**src/rtl/core/smx_mul.sv**
```systemverilog
// ----------------------------------------------------------------------------
// smx_mul
// Shared unsigned multiplier that forms every product of the row unit.
// ----------------------------------------------------------------------------
module smx_mul #(
	parameter int W = 32
) (
	input  logic [W-1:0]   a,
	input  logic [W-1:0]   b,
	output logic [2*W-1:0] p
);
	assign p = (2*W)'(a) * (2*W)'(b);
endmodule

```
**config.mk**
```make
export PLATFORM = sky130hd
export DESIGN_NAME = smx_mul
export DESIGN_NICKNAME = d
export VERILOG_FILES = /design/src/rtl/core/smx_mul.sv
export SDC_FILE = /design/constraint.sdc
export NUM_CORES = 2
export LEC_CHECK = 0
export ABC_AREA = 1
export BUFFER_PORTS_ARGS = -buffer_cell sky130_fd_sc_hd__buf_4
export CAP_MARGIN = 0
export CORE_MARGIN = 8
export CORE_UTILIZATION = 54
export DETAILED_ROUTE_END_ITERATION = 8
export GPL_TIMING_DRIVEN = 0
export PLACE_DENSITY = 0.74
export SLEW_MARGIN = 20
export SYNTH_ARGS = -nofsm -noshare
export SYNTH_HDL_FRONTEND = slang
export SYNTH_SLANG_ARGS = --single-unit
```
**constraint.sdc**
```tcl
create_clock -name vclk -period 26.1
set_input_delay 5.22 -clock vclk [all_inputs]
set_output_delay 5.22 -clock vclk [all_outputs]
set_load 0.005 [all_outputs]
```
==> metrics <==
status=finished clean; Setup violations, final=0; drt pass-1 iters=5; total number of vias=31,530; CP startpoint=a[15]; share of layout cells above drive strength 1=4.090%; GRT Resource Usage Total=37.88%; Setup crit end kind=output port; DR iter-0 viols=3,274; Fin. Hold Viols=0; critical path start-end classification=in -> out; Area contributors post-synth=fa_1, inv_1, nand2_1, ha_1, clkbuf_1; hold_sp=b[0]; Placed Cells=5,949; wire per inst=23.37 um; Post-Syn Area per Cell=7.284 sq um; DR vias/cell=5.301; largest net degree at the start of global routing=11; sequential area share after synthesis=0%; num ports=128; initial cell density of the core=54.71%; postcts setup bufs=0; Final Max Slew Viols=0; slew at the pin closest to its max-slew limit=1303 ps; Die Width=274.6 um; Core Region=65,980 sq um; Register Area=0 sq um; DRC=0; Mapped Cells=4,956; FILL cells=6,419; Area growth syn-to-layout=5.729%; final global-route overflow total=0; worst hold slack=10,750 ps; vias in the first global route=32,800; Tcrit/Tclk final=69.90%; final core utilization=57.85%; Die Y-Extent=274.6 um; dpl hpwl=118,800 um; Crit path arrival time=13,030 ps; Final #Nets=6,310; required time worst endpoint=20,880 ps; post-synthesis cell type count=22; CP startpoint kind=primary input; die area=75,380 sq um; PortBufs=128; maximum clock rate=54.81 MHz; first-pass GRT wire length=208,300 um; RSZ-0062 raised after global routing=no; antenna-violating nets left=0; Post-Syn Area=36,100 sq um; Final Wtd Congestion=1.074; Slew HR=13.15%; CTS Hold Bufs=0; syn nets=6,179; post-synth top area share=49.69%; Tmin final=18,250 ps; initial antenna violation count=3; Max Fanout on Critical Path=10; max_cap viols=0; Finished Layout Cells=5,949; biggest area consumer among synthesized cells=fa_1; sequential cell count=0; # clk buffers=0; hold depth=4; post-cts resize count=0; multi-input logic area=28,870 sq um; diode count=0; # rows=94; Ys Warns=0; total negative setup slack=0 ps; Worst Hold Class=in -> out; Detailed Route WL=139,000 um
-- cell families (layout without fill, tap and decap cells) --
family | count (synthesis) | count (layout) | synth area share (%)
simple gates | 1778 | 1778 | 19.41
compound gates | 58 | 58 | 0.8977
buf+inv | 1925 | 2054 | 20.02
fa+ha+maj | 1159 | 1159 | 58.80
xor+xnor | 36 | 36 | 0.8734
-- metal layers --
metal	up-vias	track usage (%)	routed length (um)
met1	15360	48.89	50480
li1	13690	-	-
met3	445	11.36	19380
met2	2036	56.65	58430
met5	-	0	30
met4	4	21.66	10670
-- cell usage after synthesis, types with 8 or more instances --
| cell | number |
|---|---|
| inv_1 | 1718 |
| nand2_1 | 1569 |
| fa_1 | 896 |
| ha_1 | 263 |
| clkbuf_1 | 192 |
| nor2_1 | 73 |
| nand3_1 | 58 |
| a21oi_1 | 44 |
| xor2_1 | 32 |
| nor2_2 | 25 |
| nand4_1 | 16 |
| inv_2 | 15 |
| nor3_1 | 11 |
| o21bai_1 | 11 |
| nand2_2 | 8 |
-- final timing paths --
check,to,slack [ps]
max,p[31],7850
min,p[0],10750
-- final cells by class --
type,instances,area share (%)
plain buffers,192,1.928
inverters,1733,17.04
multi-input cells,3031,75.65
well taps,864,2.832
repair buffers,129,2.547
-- worst max-delay path, cell delays in order --
cell	delay (ps)
buf_4	210
clkbuf_1	950
nand2_1	110
inv_1	110
fa_1	450
fa_1	580
inv_1	70
fa_1	530
fa_1	530
inv_1	60
fa_1	630
fa_1	500
fa_1	570
fa_1	510
ha_1	410
nand2_1	130
nor2_2	200
inv_2	50
nor2_1	300
a21oi_1	120
nand2_1	280
xor2_1	300
buf_4	170
-- cells in the final DEF (no fill, tap or decap), drive strengths merged --
cell,instances
nand4,16
a21oi,44
ha,263
inv,1733
xnor2,4
fa,896
buf,129
nor3,18
xor2,32
nand2,1577
nand3,65
clkbuf,192
nor2,102
o21bai,12
o21ai,2
-- metrics by stage --
stage	instance area, sq um	setup slack [ps]
2_1_floorplan	36100	9918
3_3_place_gp	38140	8000
3_5_place_dp	38160	8061
4_1_cts	38160	8028
5_1_grt	38170	7734
6_report	38170	7855
Power is left out: the tool's default activity adds up to more than one toggle a clock period on the data nets, which glitch-free logic cannot reach.
